<file path="config.mk">
export PLATFORM = sky130hd
export DESIGN_NAME = rk4s_update_unit
export DESIGN_NICKNAME = d
export VERILOG_FILES = /design/src/hdl/rk4s_pkg.sv /design/src/hdl/rk4s_update_unit.sv
export SDC_FILE = /design/constraint.sdc
export NUM_CORES = 2
export LEC_CHECK = 0
export BUFFER_PORTS_ARGS = -buffer_cell sky130_fd_sc_hd__buf_2
export CORE_MARGIN = 5
export CORE_UTILIZATION = 45
export DETAILED_ROUTE_END_ITERATION = 10
export PLACE_DENSITY = 0.64
export SLEW_MARGIN = 10
export SYNTH_ARGS = -nofsm -noshare
export SYNTH_HDL_FRONTEND = slang
export SYNTH_SLANG_ARGS = --single-unit
</file>
<file path="constraint.sdc">
create_clock -name clk -period 15.05 [get_ports clk]
set_input_delay 3.01 -clock clk [delete_from_list [all_inputs] [get_ports clk]]
set_output_delay 3.01 -clock clk [all_outputs]
set_load 0.01 [all_outputs]
</file>
<file path="src/hdl/rk4s_pkg.sv">
// rk4s_pkg: shared constants, types and saturation helper for the RK4 grid step block.
// Depends on nothing; used by every module under hdl except rk4s_ram.
`default_nettype none
package rk4s_pkg;

    localparam int MAX_POINTS = 4096;
    localparam int ADDR_W     = $clog2(MAX_POINTS);
    localparam int CNT_W      = $clog2(MAX_POINTS + 1);
    localparam int DATA_W     = 32;
    localparam int SUM_W      = 36;
    localparam int A_W        = 3 * DATA_W;                 // {wave_re, wave_im, pot}
    localparam int B_W        = 2 * DATA_W + 2 * SUM_W;     // {stage_re, stage_im, sum_re, sum_im}
    localparam int DRAIN_CYCLES = 8;
    localparam int DRAIN_W    = $clog2(DRAIN_CYCLES);

    localparam logic [24:0] LAP_RESET  = 25'd4194304;
    localparam logic [12:0] NPTS_RESET = 13'd4096;

    localparam logic [1:0] OP_LOAD = 2'd0;
    localparam logic [1:0] OP_STEP = 2'd1;
    localparam logic [1:0] OP_READ = 2'd2;

    localparam logic REG_LAP  = 1'b0;
    localparam logic REG_NPTS = 1'b1;

    // floor(2^35 / 3), split for two 34x17 partial products
    localparam logic [33:0] DIV3_M  = 34'd11453246122;
    localparam logic [16:0] DIV3_ML = DIV3_M[16:0];
    localparam logic [16:0] DIV3_MH = DIV3_M[33:17];

    typedef struct packed {
        logic              valid;
        logic [ADDR_W-1:0] addr;
        logic              interior;
        logic              jge2;
        logic [1:0]        stage;
    } ctl_t;

    typedef struct packed {
        logic               ovf;
        logic signed [31:0] val;
    } sat_t;

    function automatic sat_t sat32(input logic signed [47:0] x);
        sat_t r;
        if (x > 48'sd2147483647) begin
            r.ovf = 1'b1;
            r.val = 32'sh7FFFFFFF;
        end else if (x < -48'sd2147483648) begin
            r.ovf = 1'b1;
            r.val = 32'sh80000000;
        end else begin
            r.ovf = 1'b0;
            r.val = x[31:0];
        end
        return r;
    endfunction

endpackage
`default_nettype wire

</file>
<file path="src/hdl/rk4s_update_unit.sv">
// rk4s_update_unit: final sweep, phi += sum/6 rounded half away from zero, saturated.
// Divide by 6 as halve then reciprocal multiply by 1/3 with one correction. Uses rk4s_pkg.
`default_nettype none
module rk4s_update_unit (
    input  logic                          clk,
    input  logic                          rst_n,
    input  rk4s_pkg::ctl_t                ctl,
    input  logic [rk4s_pkg::A_W-1:0]      a_rdata,
    input  logic [rk4s_pkg::B_W-1:0]      b_rdata,
    output logic                          a_we,
    output logic [rk4s_pkg::ADDR_W-1:0]   a_waddr,
    output logic [rk4s_pkg::A_W-1:0]      a_wdata,
    output logic                          sat_pulse
);

    logic signed [35:0] x_re, x_im;
    logic [35:0] mag_re, mag_im, ap_re, ap_im;
    logic [33:0] h_re, h_im;

    assign x_re = b_rdata[71:36];
    assign x_im = b_rdata[35:0];

    always_comb
    begin
        mag_re = x_re[35] ? 36'(-x_re) : 36'(x_re);
        mag_im = x_im[35] ? 36'(-x_im) : 36'(x_im);
        ap_re  = mag_re + 36'd3;
        ap_im  = mag_im + 36'd3;
        h_re   = ap_re[34:1];
        h_im   = ap_im[34:1];
    end

    // U1: partial products
    logic [50:0] pl_re_reg, ph_re_reg, pl_im_reg, ph_im_reg;
    logic [33:0] h1_re_reg, h1_im_reg, h2_re_reg, h2_im_reg, h3_re_reg, h3_im_reg;
    logic n1_re_reg, n1_im_reg, n2_re_reg, n2_im_reg, n3_re_reg, n3_im_reg;
    logic [rk4s_pkg::A_W-1:0] w1_reg, w2_reg, w3_reg;
    logic [rk4s_pkg::ADDR_W-1:0] a1_reg, a2_reg, a3_reg;
    logic v1_reg, v2_reg, v3_reg;
    logic [32:0] q0_re_reg, q0_im_reg;

    always_ff @(posedge clk or negedge rst_n)
    begin
        if (!rst_n)
        begin
            v1_reg <= 1'b0;
            v2_reg <= 1'b0;
            v3_reg <= 1'b0;
        end else begin
            v1_reg <= ctl.valid && ctl.interior;
            v2_reg <= v1_reg;
            v3_reg <= v2_reg;
        end
    end

    logic [67:0] prod_re, prod_im;

    always_comb
    begin
        prod_re = (68'(ph_re_reg) << 17) + 68'(pl_re_reg);
        prod_im = (68'(ph_im_reg) << 17) + 68'(pl_im_reg);
    end

    always_ff @(posedge clk)
    begin
        pl_re_reg <= h_re * rk4s_pkg::DIV3_ML;
        ph_re_reg <= h_re * rk4s_pkg::DIV3_MH;
        pl_im_reg <= h_im * rk4s_pkg::DIV3_ML;
        ph_im_reg <= h_im * rk4s_pkg::DIV3_MH;
        h1_re_reg <= h_re;
        h1_im_reg <= h_im;
        n1_re_reg <= x_re[35];
        n1_im_reg <= x_im[35];
        w1_reg    <= a_rdata;
        a1_reg    <= ctl.addr;
        // U2: quotient estimate, at most one low
        q0_re_reg <= prod_re[67:35];
        q0_im_reg <= prod_im[67:35];
        h2_re_reg <= h1_re_reg;
        h2_im_reg <= h1_im_reg;
        n2_re_reg <= n1_re_reg;
        n2_im_reg <= n1_im_reg;
        w2_reg    <= w1_reg;
        a2_reg    <= a1_reg;
        h3_re_reg <= h2_re_reg;
        h3_im_reg <= h2_im_reg;
        n3_re_reg <= n2_re_reg;
        n3_im_reg <= n2_im_reg;
        w3_reg    <= w2_reg;
        a3_reg    <= a2_reg;
    end

    // U3: correction, sign, add, saturate
    logic [32:0] q1_re_reg, q1_im_reg;
    logic [35:0] r_re, r_im;
    logic [33:0] q_re, q_im;
    logic signed [47:0] d_re, d_im;
    logic signed [31:0] ph_re, ph_im;
    rk4s_pkg::sat_t nw_re, nw_im;

    always_ff @(posedge clk)
    begin
        q1_re_reg <= q0_re_reg;
        q1_im_reg <= q0_im_reg;
    end

    always_comb
    begin
        r_re  = 36'(h3_re_reg) - (36'(q1_re_reg) + (36'(q1_re_reg) << 1));
        r_im  = 36'(h3_im_reg) - (36'(q1_im_reg) + (36'(q1_im_reg) << 1));
        q_re  = (r_re >= 36'd3) ? 34'(q1_re_reg) + 34'd1 : 34'(q1_re_reg);
        q_im  = (r_im >= 36'd3) ? 34'(q1_im_reg) + 34'd1 : 34'(q1_im_reg);
        d_re  = n3_re_reg ? -$signed(48'(q_re)) : $signed(48'(q_re));
        d_im  = n3_im_reg ? -$signed(48'(q_im)) : $signed(48'(q_im));
        ph_re = w3_reg[95:64];
        ph_im = w3_reg[63:32];
        nw_re = rk4s_pkg::sat32(48'(ph_re) + d_re);
        nw_im = rk4s_pkg::sat32(48'(ph_im) + d_im);
    end

    assign a_we      = v3_reg;
    assign a_waddr   = a3_reg;
    assign a_wdata   = {nw_re.val, nw_im.val, w3_reg[31:0]};
    assign sat_pulse = v3_reg && (nw_re.ovf || nw_im.ovf);

endmodule
`default_nettype wire

</file>
After elaboration in Yosys (flattened, before gate mapping). Index checks and enable logic that the tools add are counted.

Flip-flop bits (word level): 869. Bits of input ports: 251. Output and inout port bits: 110. Word-level logic and storage cells: 68.

Add/sub/neg operators: 16. $mul: 4. Magnitude comparators: 6. Multiplexer cells: 10. Reductions and logical operators: 3.

Operator list (count): 68-bit by 50-bit adder with 68-bit output (2); 33-bit two-way mux (4); 34-bit by 17-bit multiplier with 51-bit output (second input constant) (2); 34-bit by 15-bit multiplier with 49-bit output (second input constant) (2); 32-bit by 48-bit adder with 48-bit output (2); 48-bit by 32-bit > comparator with 1-bit output (second input constant) (2); 48-bit by 32-bit < comparator with 1-bit output (second input constant) (2); 48-bit two-way mux (2); 34-bit negator with 48-bit output (2); 36-bit by 2-bit greater-or-equal comparator with 1-bit output (second input constant) (2); 34-bit by 35-bit subtractor with 36-bit output (2); 33-bit by 34-bit adder with 35-bit output (2); 35-bit by 2-bit adder with 35-bit output (second input constant) (2); 35-bit two-way mux (2); 35-bit negator (2); 33-bit by 1-bit adder with 34-bit output (second input constant) (2); 34-bit two-way mux (2); 1-bit logical AND (2); 1-bit logical OR (1).

Depth between registers and ports, before layout.
Depth after elaboration: 12. Gate-level depth with buffers: 45. Depth with buffers taken out: 40.

Worst setup path before layout. OpenSTA, ideal clock, no wires.

Kind: input to register. Start point: in b_rdata[36] (netlist name). End point: reg ph_re_reg[49]. Setup time: 73 ps. Arrival: 12637 ps. Required time: 14977 ps. Setup slack: 2341 ps. Stages: 35. Cell sequence: inv_1 -> ha_1 -> clkbuf_1 -> nand3_1 -> o32ai_1 -> a32oi_1 -> nor3_1 -> nor3b_1 -> nand2_1 -> or3_1 -> or3_1 -> nor4_1 -> and3_1 -> clkbuf_1 -> nor2b_1 -> xnor2_1 -> ha_1 -> ha_1 -> fa_1 -> fa_1 -> inv_1 -> fa_1 -> inv_1 -> fa_1 -> ha_1 -> or2_2 -> o41ai_1 -> o2111ai_1 -> a31oi_1 -> o21ai_0 -> and4_1 -> a2111oi_0 -> o21ai_0 -> a41oi_1 -> xnor2_1.

Word-level cells in the longest chain between the ends: 4.

Ends and longest elaborated chain: start, declared (RTL line rk4s_update_unit.sv:9) `input logic [rk4s_pkg::B_W-1:0] b_rdata,`; 35-bit negator (RTL line rk4s_update_unit.sv:25) `mag_re = x_re[35] ? 36'(-x_re) : 36'(x_re);`; 35-bit two-way mux (*) (RTL line rk4s_update_unit.sv:25); 35-bit by 2-bit adder with 35-bit output (*) (RTL line rk4s_update_unit.sv:27) `ap_re = mag_re + 36'd3;`; via ap_re[24] (RTL line rk4s_update_unit.sv:17) `logic [35:0] mag_re, mag_im, ap_re, ap_im;`; 34-bit by 17-bit multiplier with 51-bit output (*) (RTL line rk4s_update_unit.sv:67) `ph_re_reg <= h_re * rk4s_pkg::DIV3_MH;`; end signal, assigned (RTL line rk4s_update_unit.sv:67); end, declared (RTL line rk4s_update_unit.sv:34) `logic [50:0] pl_re_reg, ph_re_reg, pl_im_reg, ph_im_reg;`.

The timed path passes the listed nets; every way through them passes the cells marked *.

Worst setup path in the final report.
Start point: reg q1_im_reg[2]. End point: out a_wdata[42] (netlist name).

Word-level cells in the longest chain between the ends: 10. Elaborated cells on any way between the ends: 12.

Ends and longest elaborated chain: start, declared (RTL line rk4s_update_unit.sv:94) `logic [32:0] q1_re_reg, q1_im_reg;`; start signal, assigned (RTL line rk4s_update_unit.sv:104) `q1_im_reg <= q0_im_reg;`; 33-bit by 34-bit adder with 35-bit output (RTL line rk4s_update_unit.sv:110) `r_im = 36'(h3_im_reg) - (36'(q1_im_reg) + (36'(q1_im_reg) << 1));`; 34-bit by 35-bit subtractor with 36-bit output (RTL line rk4s_update_unit.sv:110); 36-bit by 2-bit greater-or-equal comparator with 1-bit output (RTL line rk4s_update_unit.sv:112) `q_im = (r_im >= 36'd3) ? 34'(q1_im_reg) + 34'd1 : 34'(q1_im_reg);`; 34-bit two-way mux (*) (RTL line rk4s_update_unit.sv:112); 34-bit negator with 48-bit output (RTL line rk4s_update_unit.sv:114) `d_im = n3_im_reg ? -$signed(48'(q_im)) : $signed(48'(q_im));`; 48-bit two-way mux (*) (RTL line rk4s_update_unit.sv:114); 32-bit by 48-bit adder with 48-bit output (*) (RTL line rk4s_update_unit.sv:118) `nw_im = rk4s_pkg::sat32(48'(ph_im) + d_im);`; 48-bit by 32-bit < comparator with 1-bit output (RTL line rk4s_pkg.sv:49) `end else if (x < -48'sd2147483648) begin`; 33-bit two-way mux (RTL line rk4s_pkg.sv:49); 33-bit two-way mux (*) (RTL line rk4s_pkg.sv:46) `if (x > 48'sd2147483647) begin`; end, declared (RTL line rk4s_update_unit.sv:12) `output logic [rk4s_pkg::A_W-1:0] a_wdata,`.

Mark *: on every way between the ends. The rest lies on a longest branch, timed or not.

==> flow_metrics.py <==
metrics = {
    "synth": {
        "synth-edff-count": 0,
        "yosys_most_used_dff": "dfxtp_1",
        "ys_types": 120,
        "synth_top_area_frac": 0.261,
        "yosys.area_share.adder": 0.350,
        "syn_nets": 8168,
        "synth_compound_gate_area_share": 0.129,
        "synth-simple-area-share": 0.107,
        "synth_top_family_by_area": "adder cells",
        "synth_xor_area_frac": 0.0793,
        "synth_warnings": 0,
        "synth_area_um2": 63600,
        "seq_area_frac_synth": 0.262,
        "post-synth-top-count-cell": "inv_1",
        "synth_area_leaders": "dfxtp_1 26%, fa_1 19%, ha_1 16%",
        "yosys.area.top_type": "dfxtp_1",
        "synthTopCellsByCount": "902 x inv_1, 830 x dfxtp_1, 828 x ha_1",
        "syn_area_per_cell_um2": 9.79,
        "ys_ff_latch": 833,
        "synth_cells": 6495,
        "synth.area.mux_share": 0.00490,
        "async_flop_share": 0.00360,
    },
    "sta": {
        "period_minus_slack_ps": 14270,
        "drv_slew": 0,
        "maxSlewHeadroom": 0.150,
        "hold_viol_final": 0,
        "timing.fmax_mhz": 70.1,
        "setup_viol": 0,
        "worst_pin_slew_ps": 1270,
        "finalCritPeriodShare": 0.948,
        "fin_skew_ps": 23.4,
    },
    "global_routing": {
        "antenna_found_initial": 14,
        "first_global_vias": 46330,
        "grt_max_degree": 48,
        "gr-total-overflow": 0,
        "grt_use_total": 0.216,
        "grt_pass1_wl_um": 255000,
    },
    "cts": {
        "clock-sinks": 833,
        "cts_tree": "yes",
        "cts_root_buffer": "clkbuf_16",
        "htreeDepth": 3,
        "clk_latency_ps": 680,
        "clk_path_buf_depth": 3,
        "clk_pin_slew_ps": 80,
        "numCtsBuffers": 81,
        "postCtsSetupRepairBufs": 0,
    },
    "route": {
        "viasPerCell": 5.23,
        "ant_nets": 0,
        "vias": 45676,
        "drt_wl_total_um": 161000,
        "firstDrtPassIters": 6,
        "remaining_drc_errors": 0,
        "wl_per_cell_um": 18.5,
        "drt-initial-drc-count": 2547,
    },
    "finish": {
        "syn_to_final_growth_pct": 10.0,
        "fin_nets": 8442,
        "finalCoreUtilization": 0.496,
        "seq_area_um2": 16700,
        "fill_cells": 13122,
        "multi_input_area_um2": 42700,
        "drive_gt1_frac": 0.0926,
    },
    "min_path": {
        "hp-class": "reg2reg",
    },
    "critical_path": {
        "cp.arrival_ps": 11260,
        "startpoint_type": "flip-flop",
        "endpoint_kind": "output pin",
        "max_stage_delay_ps": 550,
        "path_class": "reg2out",
        "cp_slowest_cell": "dfxtp_1",
        "required_ps": 12040,
        "critical_path.most_common_cell": "a21o_1",
        "crit_fanout": 31,
    },
    "run_status": {
        "status": "complete, no violations",
    },
    "floorplanning": {
        "core.rowCount": 138,
        "die_y_um": 386,
        "dieWidth_um": 386,
        "initial_core_util": 0.451,
        "ioPinCount": 361,
        "core_um2": 141000,
        "die-area_um2": 149000,
    },
    "placed_design": {
        "post-dp-hpwl_um": 136000,
        "portBuffers": 293,
        "gp_congestion": 0.934,
    },
    "run": {
        "cap_violations": 0,
    },
}
## routing by layer
| layer | part of all wire | wire length (µm) | vias up | GRT usage |
|---|---|---|---|---|
| met4 | 0.022 | 3580 | 10 | 0.0510 |
| met3 | 0.056 | 9040 | 193 | 0.0346 |
| met1 | 0.47 | 75900 | 22041 | 0.304 |
| li1 | - | - | 22437 | - |
| met2 | 0.45 | 72500 | 995 | 0.349 |
| met5 | 0.00043 | 69 | - | 0 |
## cell usage in the layout (no fill, tap or decap), drive strengths merged, types with 41 or more instances in the layout
cell / synthesis / final
o21a: 77 / 77
xor2: 229 / 229
nor4: 41 / 41
a31oi: 49 / 49
buf: 68 / 362
ha: 828 / 828
xnor2: 343 / 343
and3: 62 / 62
o21ai: 274 / 274
nor2: 313 / 313
nand2b: 60 / 60
nand4: 59 / 59
o31ai: 52 / 52
nor3: 100 / 100
a21o: 131 / 131
inv: 904 / 915
a21oi: 298 / 298
nor2b: 76 / 76
clkbuf: 103 / 108
nand2: 321 / 321
or3: 44 / 44
nand3: 121 / 121
dfxtp: 830 / 830
fa: 594 / 594
## layout make-up
type                            instances  area share
Clock buffer                          108      0.0326
Antenna cell                            3    0.000107
Clock inverter                         40     0.00690
Tap cell                             1890      0.0338
Inverter                              904      0.0485
Sequential cell                       833       0.239
Timing Repair Buffer                  362      0.0287
Multi-Input combinational cell       4587       0.611
## metrics by stage
stage	setup TNS, ps	hold slack [ps]	setup slack (ps)	instance area [µm²]	instances
floorplan	0	310	2340	63600	6495
global placement	0	310	1190	67100	8576
detailed placement	0	312	990	67100	8576
CTS	0	300	408	69900	8724
global route	-81.1	308	-35.3	70000	8726
finish	0	299	779	70000	8727
## critical path: cells and delay by family (launching register included)
family,cells,cell delay [ps]
xor gates and xnor gates,3,640
buffers and inverters,5,1070
adders and majority gates,3,1220
AOI/OAI and AO/OA,17,3650
DFF,1,550
and+or+nand+nor,13,3390
## kinds of logic (layout without fill, tap and decap cells)
| kind of cell | count (synthesis) | count (layout) |
|---|---|---|
| fa+ha+maj | 1422 | 1422 |
| simple gates | 1346 | 1346 |
| compound gates | 1217 | 1217 |
| buf+inv | 1075 | 1414 |
| flops | 833 | 833 |
| xor+xnor | 572 | 572 |
| mux | 30 | 30 |
| other cells | 0 | 3 |
## path summary, 6_finish.rpt
check | slack (ps) | from | cells past startpoint | to
max | 780 | q1_im_reg[2] | 41 | a_wdata[42]
min | 300 | h2_im_reg[20] | 0 | h3_im_reg[20]
max reg2reg | 10120 | h1_im_reg[1] | 18 | q0_im_reg[28]
min reg2reg | 300 | h2_im_reg[20] | 0 | h3_im_reg[20]
max in group asynchronous | 12810 | rst_n | 1 | v2_reg
min in group asynchronous | 2120 | rst_n | 1 | v1_reg
## what timing repair did
action | in CTS | in global routing
hold buffers | 0 | 0
setup endpoints to repair | 0 | 63
resized for setup | 0 | 16
Power is left out: the tool's default activity adds up to more than one toggle a clock period on the data nets, which glitch-free logic cannot reach.
